[config.mk]
export PLATFORM = sky130hd
export DESIGN_NAME = reverb_depth_ramp_core_flat
export DESIGN_NICKNAME = d
export VERILOG_FILES = /design/src/rtl/rdr_pkg.sv /design/src/rtl/rdr_if.sv /design/src/rtl/rdr_front.sv /design/src/rtl/rdr_div.sv /design/src/rtl/rdr_back.sv /design/src/rtl/reverb_depth_ramp_core.sv /design/src/flat_wrapper.sv
export SDC_FILE = /design/constraint.sdc
export NUM_CORES = 1
export LEC_CHECK = 0
export BUFFER_PORTS_ARGS = -buffer_cell sky130_fd_sc_hd__buf_4
export CAP_MARGIN = 20
export CORE_MARGIN = 10
export CORE_UTILIZATION = 63
export CTS_CLUSTER_SIZE = 20
export DETAILED_ROUTE_END_ITERATION = 16
export PLACE_DENSITY = 0.84
export SLEW_MARGIN = 20
export SYNTH_ARGS = -nofsm -noshare
export SYNTH_HDL_FRONTEND = slang
export SYNTH_SLANG_ARGS = --single-unit
export TNS_END_PERCENT = 5
[constraint.sdc]
create_clock -name clk -period 8.8 [get_ports clk]
set_input_delay 0.44 -clock clk [delete_from_list [all_inputs] [get_ports clk]]
set_output_delay 0.44 -clock clk [all_outputs]
set_load 0.005 [all_outputs]
[src/rtl/rdr_pkg.sv]
// Shared types, constants and codes of the reverb depth ramp block.
package rdr_pkg;

    localparam int DEPTH_W   = 16;
    localparam int TICKS_W   = 16;
    localparam int STEP_W    = 17;
    localparam int MAX_CORES = 2;
    localparam int MAX_CH    = 2 * MAX_CORES;
    localparam int DEF_CORES = 2;
    localparam int QDEPTH    = 2;

    localparam logic [1:0] FUNC_START = 2'd0;
    localparam logic [1:0] FUNC_TICK  = 2'd1;
    localparam logic [1:0] FUNC_KILL  = 2'd2;

    localparam logic [1:0] SEL_LEFT = 2'd1;
    localparam logic [1:0] SEL_BOTH = 2'd3;

    typedef struct packed {
        logic [1:0]                func;
        logic [1:0]                core_mask;
        logic [1:0]                channel_sel;
        logic signed [DEPTH_W-1:0] target_depth;
        logic [TICKS_W-1:0]        ramp_ticks;
    } in_item_t;

    typedef struct packed {
        logic                      core_index;
        logic signed [DEPTH_W-1:0] left_depth;
        logic signed [DEPTH_W-1:0] right_depth;
        logic                      last;
    } out_item_t;

    // Decoded command as it waits in the queue.
    typedef struct packed {
        logic [1:0]                func;
        logic [MAX_CH-1:0]         work;
        logic signed [DEPTH_W-1:0] target;
        logic [TICKS_W-1:0]        ticks;
        logic                      ticks_zero;
    } cmd_t;

    typedef struct packed {
        logic               start;
        logic [DEPTH_W-1:0] dividend;
        logic [TICKS_W-1:0] divisor;
    } div_req_t;

    typedef struct packed {
        logic               done;
        logic [DEPTH_W-1:0] quotient;
    } div_rsp_t;

endpackage

[src/rtl/rdr_if.sv]
// Valid/ready channel carrying one payload.
interface rdr_if #(parameter type payload_t = logic) ();
    logic     valid;
    logic     ready;
    payload_t data;

    modport source (output valid, output data, input ready);
    modport sink (input valid, input data, output ready);
endinterface

[src/rtl/rdr_front.sv]
// Front end: accepts requests, decodes them into channel work and queues them.
module rdr_front #(
    parameter int CORES = rdr_pkg::DEF_CORES
) (
    input  logic          clk,
    input  logic          rst_n,
    rdr_if.sink           cmd,
    output logic          q_valid,
    output rdr_pkg::cmd_t q_cmd,
    input  logic          q_pop
);
    import rdr_pkg::*;

    localparam int NCH   = 2 * CORES;
    localparam int PTR_W = $clog2(QDEPTH);
    localparam int CNT_W = $clog2(QDEPTH + 1);

    cmd_t             mem_reg [QDEPTH];
    logic [PTR_W-1:0] wr_ptr_reg;
    logic [PTR_W-1:0] rd_ptr_reg;
    logic [CNT_W-1:0] cnt_reg;
    cmd_t             dec;
    logic             keep;
    logic             push;

    always_comb
    begin
        dec            = '0;
        dec.func       = cmd.data.func;
        dec.target     = cmd.data.target_depth;
        dec.ticks      = cmd.data.ramp_ticks;
        dec.ticks_zero = (cmd.data.ramp_ticks == '0);
        keep           = 1'b1;
        case (cmd.data.func)
            FUNC_START:
            begin
                for (int c = 0; c < CORES; c++)
                begin
                    if (cmd.data.core_mask[c])
                    begin
                        case (cmd.data.channel_sel)
                            SEL_BOTH:
                            begin
                                dec.work[2*c]   = 1'b1;
                                dec.work[2*c+1] = 1'b1;
                            end
                            SEL_LEFT: dec.work[2*c]   = 1'b1;
                            default:  dec.work[2*c+1] = 1'b1;
                        endcase
                    end
                end
            end
            FUNC_KILL:
            begin
                for (int c = 0; c < CORES; c++)
                begin
                    if (cmd.data.core_mask[c])
                    begin
                        dec.work[2*c]   = 1'b1;
                        dec.work[2*c+1] = 1'b1;
                    end
                end
            end
            FUNC_TICK:
            begin
                for (int j = 0; j < NCH; j++)
                begin
                    dec.work[j] = 1'b1;
                end
            end
            default: keep = 1'b0;
        endcase
    end

    // An unused function code is taken and dropped.
    assign cmd.ready = (cnt_reg != CNT_W'(QDEPTH));
    assign push      = cmd.valid && cmd.ready && keep;
    assign q_valid   = (cnt_reg != '0);
    assign q_cmd     = mem_reg[rd_ptr_reg];

    always_ff @(posedge clk or negedge rst_n)
    begin
        if (!rst_n)
        begin
            wr_ptr_reg <= '0;
            rd_ptr_reg <= '0;
            cnt_reg    <= '0;
        end
        else
        begin
            if (push)
            begin
                wr_ptr_reg <= wr_ptr_reg + 1'b1;
            end
            if (q_pop)
            begin
                rd_ptr_reg <= rd_ptr_reg + 1'b1;
            end
            if (push && !q_pop)
            begin
                cnt_reg <= cnt_reg + 1'b1;
            end
            else if (q_pop && !push)
            begin
                cnt_reg <= cnt_reg - 1'b1;
            end
        end
    end

    always_ff @(posedge clk)
    begin
        if (push)
        begin
            mem_reg[wr_ptr_reg] <= dec;
        end
    end

endmodule

[src/rtl/rdr_div.sv]
// Serial restoring divider, one quotient bit per cycle.
module rdr_div (
    input  logic              clk,
    input  logic              rst_n,
    input  rdr_pkg::div_req_t req,
    output rdr_pkg::div_rsp_t rsp
);
    import rdr_pkg::*;

    localparam int DIV_W = DEPTH_W;
    localparam int CNT_W = $clog2(DIV_W + 1);

    logic [DIV_W-1:0] rem_reg;
    logic [DIV_W-1:0] quo_reg;
    logic [DIV_W-1:0] dvs_reg;
    logic [CNT_W-1:0] cnt_reg;
    logic             busy_reg;
    logic             done_reg;
    logic [DIV_W:0]   shifted;
    logic [DIV_W+1:0] diff;

    assign shifted = {rem_reg, quo_reg[DIV_W-1]};
    assign diff    = {1'b0, shifted} - {2'b00, dvs_reg};

    assign rsp.done     = done_reg;
    assign rsp.quotient = quo_reg;

    always_ff @(posedge clk or negedge rst_n)
    begin
        if (!rst_n)
        begin
            rem_reg  <= '0;
            quo_reg  <= '0;
            dvs_reg  <= '0;
            cnt_reg  <= '0;
            busy_reg <= 1'b0;
            done_reg <= 1'b0;
        end
        else
        begin
            done_reg <= 1'b0;
            if (req.start)
            begin
                rem_reg  <= '0;
                quo_reg  <= req.dividend;
                dvs_reg  <= TICKS_W'(req.divisor);
                cnt_reg  <= CNT_W'(DIV_W);
                busy_reg <= 1'b1;
            end
            else if (busy_reg)
            begin
                if (!diff[DIV_W+1])
                begin
                    rem_reg <= diff[DIV_W-1:0];
                    quo_reg <= {quo_reg[DIV_W-2:0], 1'b1};
                end
                else
                begin
                    rem_reg <= shifted[DIV_W-1:0];
                    quo_reg <= {quo_reg[DIV_W-2:0], 1'b0};
                end
                cnt_reg <= cnt_reg - 1'b1;
                if (cnt_reg == CNT_W'(1))
                begin
                    busy_reg <= 1'b0;
                    done_reg <= 1'b1;
                end
            end
        end
    end

endmodule

[src/rtl/rdr_back.sv]
// Back end: walks the channels of a queued command, updates ramp state and emits depth pairs.
module rdr_back #(
    parameter int CORES = rdr_pkg::DEF_CORES
) (
    input  logic              clk,
    input  logic              rst_n,
    input  logic              q_valid,
    input  rdr_pkg::cmd_t     q_cmd,
    output logic              q_pop,
    output rdr_pkg::div_req_t div_req,
    input  rdr_pkg::div_rsp_t div_rsp,
    rdr_if.source             result
);
    import rdr_pkg::*;

    localparam int NCH    = 2 * CORES;
    localparam int CH_W   = $clog2(NCH);
    localparam int CORE_W = (CORES > 1) ? $clog2(CORES) : 1;

    typedef enum logic [1:0] {ST_IDLE, ST_SCAN, ST_DIV, ST_EMIT} state_t;

    state_t                          state_reg, state_next;
    cmd_t                            cmd_reg, cmd_next;
    logic [CH_W-1:0]                 ch_reg, ch_next;
    logic [NCH-1:0]                  emask_reg, emask_next;
    logic                            neg_reg, neg_next;
    logic [1:0][DEPTH_W-1:0]         cur_reg [CORES];
    logic [1:0][DEPTH_W-1:0]         cur_next [CORES];
    logic signed [DEPTH_W-1:0]       tgt_reg [NCH];
    logic signed [DEPTH_W-1:0]       tgt_next [NCH];
    logic signed [STEP_W-1:0]        step_reg [NCH];
    logic signed [STEP_W-1:0]        step_next [NCH];
    logic                            out_valid_reg, out_valid_next;
    out_item_t                       out_data_reg, out_data_next;

    logic [CH_W-1:0]                 core_bits;
    logic [CORE_W-1:0]               core_sel;
    logic                            side;
    logic signed [DEPTH_W-1:0]       cur_d;
    logic signed [DEPTH_W-1:0]       tgt_d;
    logic signed [STEP_W-1:0]        step_d;
    logic signed [DEPTH_W+1:0]       sum;
    logic                            clamp;
    logic signed [DEPTH_W-1:0]       nd;
    logic signed [STEP_W-1:0]        change;
    logic [STEP_W-1:0]               mag;
    logic [STEP_W-1:0]               q_ext;
    logic signed [STEP_W-1:0]        step_new;
    logic [NCH-1:0]                  pop_mask;
    logic                            is_last;
    logic                            advance;

    assign core_bits = ch_reg >> 1;
    assign core_sel  = CORE_W'(core_bits);
    assign side      = ch_reg[0];
    assign cur_d     = cur_reg[core_sel][side];
    assign tgt_d     = tgt_reg[ch_reg];
    assign step_d    = step_reg[ch_reg];

    // Tick arithmetic: add the step and clamp at the target on the far side.
    assign sum   = {{2{cur_d[DEPTH_W-1]}}, cur_d} + {step_d[STEP_W-1], step_d};
    assign clamp = step_d[STEP_W-1] ? (sum < $signed({{2{tgt_d[DEPTH_W-1]}}, tgt_d}))
                                    : (sum > $signed({{2{tgt_d[DEPTH_W-1]}}, tgt_d}));
    assign nd    = clamp ? tgt_d : sum[DEPTH_W-1:0];

    // Start arithmetic: signed change and its magnitude for the divider.
    assign change = {cmd_reg.target[DEPTH_W-1], cmd_reg.target} - {cur_d[DEPTH_W-1], cur_d};
    assign mag    = change[STEP_W-1] ? -change : change;

    // A zero quotient means the change is smaller than the ramp time.
    assign q_ext    = {1'b0, div_rsp.quotient};
    assign step_new = (div_rsp.quotient == '0) ? (neg_reg ? -STEP_W'(1) : STEP_W'(1))
                                               : (neg_reg ? -q_ext : q_ext);

    // Channels that will emit are known when the command is taken.
    always_comb
    begin
        for (int j = 0; j < NCH; j++)
        begin
            case (q_cmd.func)
                FUNC_TICK:  pop_mask[j] = (step_reg[j] != '0);
                FUNC_START: pop_mask[j] = q_cmd.work[j] && q_cmd.ticks_zero;
                default:    pop_mask[j] = 1'b0;
            endcase
        end
    end

    always_comb
    begin
        is_last = 1'b1;
        for (int j = 0; j < NCH; j++)
        begin
            if ((CH_W'(j) > ch_reg) && emask_reg[j])
            begin
                is_last = 1'b0;
            end
        end
    end

    always_comb
    begin
        state_next       = state_reg;
        cmd_next         = cmd_reg;
        ch_next          = ch_reg;
        emask_next       = emask_reg;
        neg_next         = neg_reg;
        cur_next         = cur_reg;
        tgt_next         = tgt_reg;
        step_next        = step_reg;
        out_valid_next   = out_valid_reg && !result.ready;
        out_data_next    = out_data_reg;
        q_pop            = 1'b0;
        advance          = 1'b0;
        div_req.start    = 1'b0;
        div_req.dividend = mag[DEPTH_W-1:0];
        div_req.divisor  = cmd_reg.ticks;
        case (state_reg)
            ST_IDLE:
            begin
                if (q_valid)
                begin
                    q_pop      = 1'b1;
                    cmd_next   = q_cmd;
                    ch_next    = '0;
                    emask_next = pop_mask;
                    state_next = ST_SCAN;
                end
            end
            ST_SCAN:
            begin
                if (!cmd_reg.work[ch_reg])
                begin
                    advance = 1'b1;
                end
                else
                begin
                    case (cmd_reg.func)
                        FUNC_TICK:
                        begin
                            if (step_d != '0)
                            begin
                                cur_next[core_sel][side] = nd;
                                if (nd == tgt_d)
                                begin
                                    step_next[ch_reg] = '0;
                                end
                                state_next = ST_EMIT;
                            end
                            else
                            begin
                                advance = 1'b1;
                            end
                        end
                        FUNC_START:
                        begin
                            step_next[ch_reg] = '0;
                            if (cmd_reg.ticks_zero)
                            begin
                                cur_next[core_sel][side] = cmd_reg.target;
                                state_next = ST_EMIT;
                            end
                            else if (cmd_reg.target == cur_d)
                            begin
                                advance = 1'b1;
                            end
                            else
                            begin
                                tgt_next[ch_reg] = cmd_reg.target;
                                neg_next         = change[STEP_W-1];
                                div_req.start    = 1'b1;
                                state_next       = ST_DIV;
                            end
                        end
                        FUNC_KILL:
                        begin
                            step_next[ch_reg] = '0;
                            advance           = 1'b1;
                        end
                        default: advance = 1'b1;
                    endcase
                end
            end
            ST_DIV:
            begin
                if (div_rsp.done)
                begin
                    step_next[ch_reg] = step_new;
                    advance           = 1'b1;
                end
            end
            ST_EMIT:
            begin
                if (!out_valid_reg || result.ready)
                begin
                    out_valid_next            = 1'b1;
                    out_data_next.core_index  = core_bits[0];
                    out_data_next.left_depth  = cur_reg[core_sel][0];
                    out_data_next.right_depth = cur_reg[core_sel][1];
                    out_data_next.last        = is_last;
                    advance                   = 1'b1;
                end
            end
            default: state_next = ST_IDLE;
        endcase
        if (advance)
        begin
            if (ch_reg == CH_W'(NCH - 1))
            begin
                state_next = ST_IDLE;
            end
            else
            begin
                ch_next    = ch_reg + 1'b1;
                state_next = ST_SCAN;
            end
        end
    end

    always_ff @(posedge clk or negedge rst_n)
    begin
        if (!rst_n)
        begin
            state_reg     <= ST_IDLE;
            cmd_reg       <= '0;
            ch_reg        <= '0;
            emask_reg     <= '0;
            neg_reg       <= 1'b0;
            out_valid_reg <= 1'b0;
            out_data_reg  <= '0;
            for (int c = 0; c < CORES; c++)
            begin
                cur_reg[c] <= '0;
            end
            for (int j = 0; j < NCH; j++)
            begin
                tgt_reg[j]  <= '0;
                step_reg[j] <= '0;
            end
        end
        else
        begin
            state_reg     <= state_next;
            cmd_reg       <= cmd_next;
            ch_reg        <= ch_next;
            emask_reg     <= emask_next;
            neg_reg       <= neg_next;
            out_valid_reg <= out_valid_next;
            out_data_reg  <= out_data_next;
            cur_reg       <= cur_next;
            tgt_reg       <= tgt_next;
            step_reg      <= step_next;
        end
    end

    assign result.valid = out_valid_reg;
    assign result.data  = out_data_reg;

    // A depth pair goes out only for a channel planned to emit when the command was taken.
    a_emit_planned: assert property (@(posedge clk) disable iff (!rst_n)
        (state_reg == ST_EMIT) |-> emask_reg[ch_reg])
        else $error("emission on a channel outside the planned set");

    // The divider finishes only while the sequencer waits on it.
    a_div_owner: assert property (@(posedge clk) disable iff (!rst_n)
        div_rsp.done |-> (state_reg == ST_DIV))
        else $error("divider result with no waiting start");

    // Division is used only for a timed start.
    a_div_cmd: assert property (@(posedge clk) disable iff (!rst_n)
        (state_reg == ST_DIV) |-> ((cmd_reg.func == FUNC_START) && !cmd_reg.ticks_zero))
        else $error("divider wait outside a timed start");

endmodule

[src/rtl/reverb_depth_ramp_core.sv]
// Top level of the reverb depth ramp: front decoder, command queue, sequencer and divider.
// A request accepted into the queue is taken by the sequencer in the cycle after when
// it is idle, otherwise after the command ahead of it finishes.
// Each command then scans every channel, with one emit step per emitted result (held under
// output backpressure) and a divider wait per channel whose timed start needs the serial divider.
// The queue takes new requests, while it has room, as the sequencer works on an earlier command.
// Reset (rst_n low, asynchronous): all depths, targets and steps clear, no ramp active.
module reverb_depth_ramp_core #(
    parameter int CORES = rdr_pkg::DEF_CORES
) (
    input logic   clk,
    input logic   rst_n,
    rdr_if.sink   cmd,
    rdr_if.source result
);
    import rdr_pkg::*;

    // Queue between the front decoder and the back sequencer. The front keeps taking
    // requests, up to QDEPTH queued, while the back is busy dividing or waits on a stalled result.
    logic     q_valid;
    cmd_t     q_cmd;
    logic     q_pop;

    // Divider control and response between the sequencer and the divider.
    div_req_t div_req;
    div_rsp_t div_rsp;

    // The front turns each request into a per-channel work mask; an unused
    // function code is accepted and dropped there.
    rdr_front #(
        .CORES (CORES)
    ) u_front (
        .clk     (clk),
        .rst_n   (rst_n),
        .cmd     (cmd),
        .q_valid (q_valid),
        .q_cmd   (q_cmd),
        .q_pop   (q_pop)
    );

    // The divider works out change / ramp time for a timed start.
    rdr_div u_div (
        .clk   (clk),
        .rst_n (rst_n),
        .req   (div_req),
        .rsp   (div_rsp)
    );

    // The back visits core 0 left, core 0 right, core 1 left and so on, holds all
    // ramp state and drives the result register.
    rdr_back #(
        .CORES (CORES)
    ) u_back (
        .clk     (clk),
        .rst_n   (rst_n),
        .q_valid (q_valid),
        .q_cmd   (q_cmd),
        .q_pop   (q_pop),
        .div_req (div_req),
        .div_rsp (div_rsp),
        .result  (result)
    );

endmodule

[src/flat_wrapper.sv]
// flat-port wrapper written by rule: the top's interface ports become plain ports
module reverb_depth_ramp_core_flat import rdr_pkg::*;
#(
    parameter int CORES = rdr_pkg::DEF_CORES
)
  (clk, rst_n, cmd_valid, cmd_data, cmd_ready, result_valid, result_data, result_ready);
  rdr_if #(.payload_t(in_item_t)) cmd_i ();
  rdr_if #(.payload_t(out_item_t)) result_i ();
  input logic clk;
  input logic rst_n;
  input wire logic [$bits(cmd_i.valid)-1:0] cmd_valid;
  input wire logic [$bits(cmd_i.data)-1:0] cmd_data;
  output wire logic [$bits(cmd_i.ready)-1:0] cmd_ready;
  output wire logic [$bits(result_i.valid)-1:0] result_valid;
  output wire logic [$bits(result_i.data)-1:0] result_data;
  input wire logic [$bits(result_i.ready)-1:0] result_ready;
  assign cmd_i.valid = cmd_valid;
  assign cmd_i.data = cmd_data;
  assign cmd_ready = cmd_i.ready;
  assign result_valid = result_i.valid;
  assign result_data = result_i.data;
  assign result_i.ready = result_ready;
  reverb_depth_ramp_core #(.CORES(CORES)) u_core (.clk(clk), .rst_n(rst_n), .cmd(cmd_i), .result(result_i));
endmodule
# Word-level counts from Yosys, hierarchy flattened
# Memory sizes are Yosys's and may differ from the RTL's.
# Cells that the tools add are included.
dict set report word_totals {
  reg_bits 338
  ramBits 78
  in_bits 42
  mem_count 1
}
dict set report op_classes {
  add_sub_neg 11
  magnitude_cmp 13
  eq_ne 27
  muxes 104
  bitwise_logic 6
  n_reduce_logical 47
}
# memory words word_bits rd rd_ports_with_merged_regs write_ports line_no
set mem_list {}
lappend mem_list {u_core.u_front.mem_reg 2 39 1 0 1 rdr_front.sv:18} ;# cmd_t mem_reg [QDEPTH];
# cell n
set ops {}
lappend ops {{$mux 68} 4}
lappend ops {{$pmux 68 s2} 2}
lappend ops {{$mux 16} 13}
lappend ops {{$bwmux 64} 3}
lappend ops {{$mux 32} 4}
lappend ops {{$mux 64} 2}
lappend ops {{$pmux 64 s2} 1}
lappend ops {{$mux 17} 6}
lappend ops {{$reduce_bool 17->1} 5}
lappend ops {{$and 68x68->68} 1}
lappend ops {{$bwmux 68} 1}
lappend ops {{$not 68->68} 1}
lappend ops {{$bmux 17 s2} 1}
lappend ops {{$demux 17 s2} 1}
lappend ops {{$mux 1} 34}
lappend ops {{$bmux 16 s2} 1}
lappend ops {{$demux 16 s2} 1}
lappend ops {{$demux 32 s1} 1}
lappend ops {{$eq 16x16->1} 2}
lappend ops {{$logic_not 16->1} 2}
lappend ops {{$mux 2} 16}
lappend ops {{$add 16x17->18} 1}
lappend ops {{$gt 18x16->1} 1}
lappend ops {{$lt 18x16->1} 1}
lappend ops {{other kinds (48)} 103}

# Logic depth before layout (Yosys ltp)
dict set report logic_depth {
  ltp_word 16
  mapped_depth 27
  depth_no_buf 20
}

# Modules after synthesis
# From an unflattened synthesis, not the netlist that was laid out.
dict set report hier_totals {
  cells_unflattened 2093
  area_unflattened_um2 23378.7
}
# mod instances cells_per_inst area_per_inst_um2 seq_area_each_um2
set by_module_without_submodules {}
lappend by_module_without_submodules {rdr_back 1 1562 16801.1 6956.7}
lappend by_module_without_submodules {rdr_div 1 374 3482.1 1376.3}
lappend by_module_without_submodules {rdr_front 1 157 3095.5 2442.3}

# Least setup slack after synthesis
# Ideal clock, no wire load.
dict set report synth_timing {
  kind {register -> register}
  start {register u_core.u_back.ch_reg[1]}
  end {register u_core.u_back.step_reg[10] (netlist bit)}
  arrival_ns 6.508
  path_slack_ns 2.225
  path_stages_with_launch 25
  cell_sequence {dfrtp_1 > buf_2 > buf_2 > buf_2 > buf_1 > mux4_2 > ha_1 > a2111o_1 > a21o_1 > a22oi_1 > nand2_1 > o21a_1 > nor2_1 > xnor2_1 > ha_1 > nand4_1 > nor3_1 > a2111oi_0 > mux2i_1 > mux2_2 > or2_2 > buf_1 > o211ai_4 > buf_6 > a22o_1}
}
dict set report synth_between {
  elab_chain_cells 13
  elab_cells_between_ends 40
}
# element line_no
set synth_lines {}
lappend synth_lines {{start, declared} rdr_back.sv:24} ;# logic [CH_W-1:0] ch_reg, ch_next;
lappend synth_lines {{start signal, assigned} rdr_back.sv:244} ;# ch_reg <= ch_next;
lappend synth_lines {{$not 1->2 (implied by the code)} rdr_back.sv:56} ;# assign cur_d = cur_reg[core_sel][side];
lappend synth_lines {{$mux 32 (implied by the code) (3 in series)} rdr_back.sv:56}
lappend synth_lines {{$mux 16 (implied by the code) (2 in series)} rdr_back.sv:56}
lappend synth_lines {{$add 16x17->18} rdr_back.sv:61} ;# assign sum = {{2{cur_d[DEPTH_W-1]}}, cur_d} + {step_d[STEP_W-1], step_d};
lappend synth_lines {{$gt 18x16->1 or $lt 18x16->1 (tied branches)} {rdr_back.sv:63, rdr_back.sv:62}}
lappend synth_lines {{$mux 1} rdr_back.sv:62} ;# assign clamp = step_d[STEP_W-1] ? (sum < $signed({{2{tgt_d[DEPTH_W-1]}}, tgt_d}))
lappend synth_lines {{$mux 16} rdr_back.sv:64} ;# assign nd = clamp ? tgt_d : sum[DEPTH_W-1:0];
lappend synth_lines {{$eq 16x16->1} rdr_back.sv:143} ;# if (nd == tgt_d)
lappend synth_lines {{$ne 3x3->1 (no line)} n/a}
lappend synth_lines {{$reduce_and 6->1 (no line)} n/a}
lappend synth_lines {{end signal, assigned} rdr_back.sv:251} ;# step_reg <= step_next;
lappend synth_lines {{end, declared} rdr_back.sv:31} ;# logic signed [STEP_W-1:0] step_reg [NCH];
# Several ways; a longest one is shown, not always the timed one. The select of a mux whose other input is x is not followed.
# A chain may end at the register's enable or synchronous reset.

# Worst setup path after layout
dict set report layout_timing {
  start {register u_core.u_back.ch_reg[0]}
  end {register u_core.u_back.step_reg[66] (netlist bit)}
}
dict set report layout_between {
  elab_chain_cells 12
  elab_cells_between_ends 36
}
# element
set layout_lines {}
lappend layout_lines {{branches (longest 12 deep; another with $add 16x17->18)}}
# Several ways; the timed one is not identified. The select of a mux whose other input is x is not followed.

==> run metrics <==
Max Slew Vio Count=0; Netlist cell types=83; #FFs+latches synth=415; final-report hold violation count=0; post-synthesis async set-or-reset flop share=0.8120; Num Clock Sinks=415; top-area cell type share of the netlist area=0.3815; EDFF count, synth=78; slew margin rel.=0.2952; Worst setup EP type=flip-flop; area grow syn2layout=10.27%; clock slew seen by the registers of the worst setup and hold paths=60 ps; final layout net count=2,164; placed insts=2,452; total CTS buffers=42; Crit. Startpoint=u_core.u_back.ch_reg[0]; Clk Latency, worst-skew pair=580 ps; Layout fillers=2,419; Critical Path Fanout Max=31; minimum clock period=6959 ps; most common flop cell mapped by yosys=dfrtp_1; worst setup margin=1841 ps; Detail Route Antenna Nets=0; Yosys warning total=0; Critical Setup Path Class=reg -> reg; max reg flops=78; multi-input gate area in the final layout=10,590 um2; Finished Layout Cells=2,530; highest clock rate=143.7 MHz; initial antenna violation count=0; Hold WC Path Type=in -> reg; CP required=9320 ps; CTS Root Cell=clkbuf_16; dominant cell type by area after synthesis=dfrtp_1; Die Width=207.3 um; GRT Residual Overflow=0; Max-Cap Viols=0; Final Cycle Share=0.7908; top cells by area, synth=dfrtp_1 (38%), edfxtp_1 (11%), mux4_2 (5.0%); worst hold slack=44.71 ps; Port Buffers=77; Worst-Margin Slew=1050 ps; hold wc startpoint=cmd_data[16]; final setup violation count=0; Avg Inst Size Synth=11.00 um2; via count=16,214; Routed WL per cell=21.61 um; routability cong.=1.039; syn nets=2,131; DR pass1 iterations=6; Gate Count Post-Synth=2,010; io pins=78; Clock Path Buffers=3; All-Layer GR Usage=0.2497; H-tree levels=2; vias in the first global route=16,030; DIE HEIGHT=207.3 um; Via density=6.409; CTS tree=yes; Inserted Diodes=0; sequential share of the synthesized area=0.4875; # rows=68; RR Startpoint=u_core.u_back.ch_reg[0]; FF/Latch Area=10,790 um2; floorplan core area=34,540 um2; mapped cell area=22,100 um2; nature of the critical path startpoint=flip-flop; clk_skew=22.67 ps; Routed Wire Length=54,680 um; commonest non-fill, non-tap cell in the layout=dfrtp_1; drt drc=0; drt first-iter violations=1,565; first-pass GRT wire length=87,390 um; setup TNS=0 ps; Placement Setup Slack=1878 ps; Data arrival, critical path=7470 ps; initial core utilization=0.6399; largest net degree at the start of global routing=181; most frequent cells in the layout=dfrtp_1 (333), nand2_1 (178), nor2_1 (154), o21ai_0 (129), a21oi_1 (104); DP HPWL=38,890 um; RSZ-0062 raised after global routing=no; Die ar.=42,980 um2; status=finished clean; layout cells sized above 1=0.1576
-- through the flow --
stage | util | cell area (um2)
after CTS | 0.7044 | 24330
after floorplan | - | 22100
after global routing | 0.7056 | 24370
after detailed placement | 0.6649 | 22970
final | 0.7056 | 24370
after global placement | 0.6649 | 22970
-- cells by family (layout without fill, tap and decap cells) --
logic type	after synthesis	count (layout)	share of synthesized area
compound gates	509	509	0.1581
mux	222	222	0.1329
fa+ha+maj	79	79	0.04574
xor+xnor	63	63	0.02644
buf+inv	186	251	0.03487
simple gates	536	536	0.1145
flops	415	415	0.4875
-- cell usage after synthesis, drive strengths merged, types with 28 or more instances --
cell type / count
mux2i: 92
nor2: 155
o31ai: 50
buf: 35
mux2: 81
edfxtp: 78
clkbuf: 73
o21ai: 138
ha: 76
nor4: 28
dfrtp: 337
nand2: 178
xnor2: 47
a21oi: 104
a211oi: 31
a22o: 48
mux4: 49
inv: 78
-- critical path: stages (launching register included) --
cell and delay (ps):
dfrtp_2 870, buf_4 600, mux4_2 460, ha_1 500, nand2_1 90, nor3_1 290, a211oi_2 180, o31ai_2 400
a21oi_1 120, nand3_1 90, o21ai_0 100, ha_1 340, nand4_1 150, nor3_1 90, a2111oi_0 500, mux2i_1 260
mux2_2 550, or2_2 480, o211ai_4 540, a22o_1 250
-- routing by layer --
layer | wire length (um) | up-vias | GRT usage | share of wire
met3 | 3741 | 106 | 0.05084 | 0.068
met4 | 1740 | 0 | 0.08806 | 0.032
li1 | - | 7480 | - | -
met1 | 23710 | 8010 | 0.3410 | 0.43
met5 | 0 | - | 0 | 0
met2 | 25490 | 618 | 0.3895 | 0.47
-- repair_timing --
item | in CTS | in global routing
buffers inserted | 0 | 0
resized for setup | 0 | 0
hold buffers | 1 | 0
hold endpoints to repair | 74 | 0
-- final cells by class --
class,count,area share
repair buffers,97,0.03178
well taps,455,0.02336
inverters,78,0.01201
clock inverters,16,0.007085
flip-flops and latches,415,0.4425
multi-input cells,1409,0.4347
clock buffers,60,0.04857
-- path summary, 6_finish.rpt --
| path | end | slack (ps) | cells past startpoint |
|---|---|---|---|
| min in group asynchronous | u_core.u_back.step_reg[19] | 430 | 2 |
| hold reg to reg | u_core.u_back.div_req[0] | 480 | 2 |
| max in group asynchronous | u_core.u_front.rd_ptr_reg | 6960 | 3 |
| setup reg to reg | u_core.u_back.step_reg[66] | 1840 | 19 |
| hold / removal | u_core.u_front.mem_reg[0][17] | 40 | 1 |
| setup / recovery | u_core.u_back.step_reg[66] | 1840 | 19 |
Power is not shown: default switching activity piles up to over one toggle a cycle in this logic, so the estimate is an artifact.
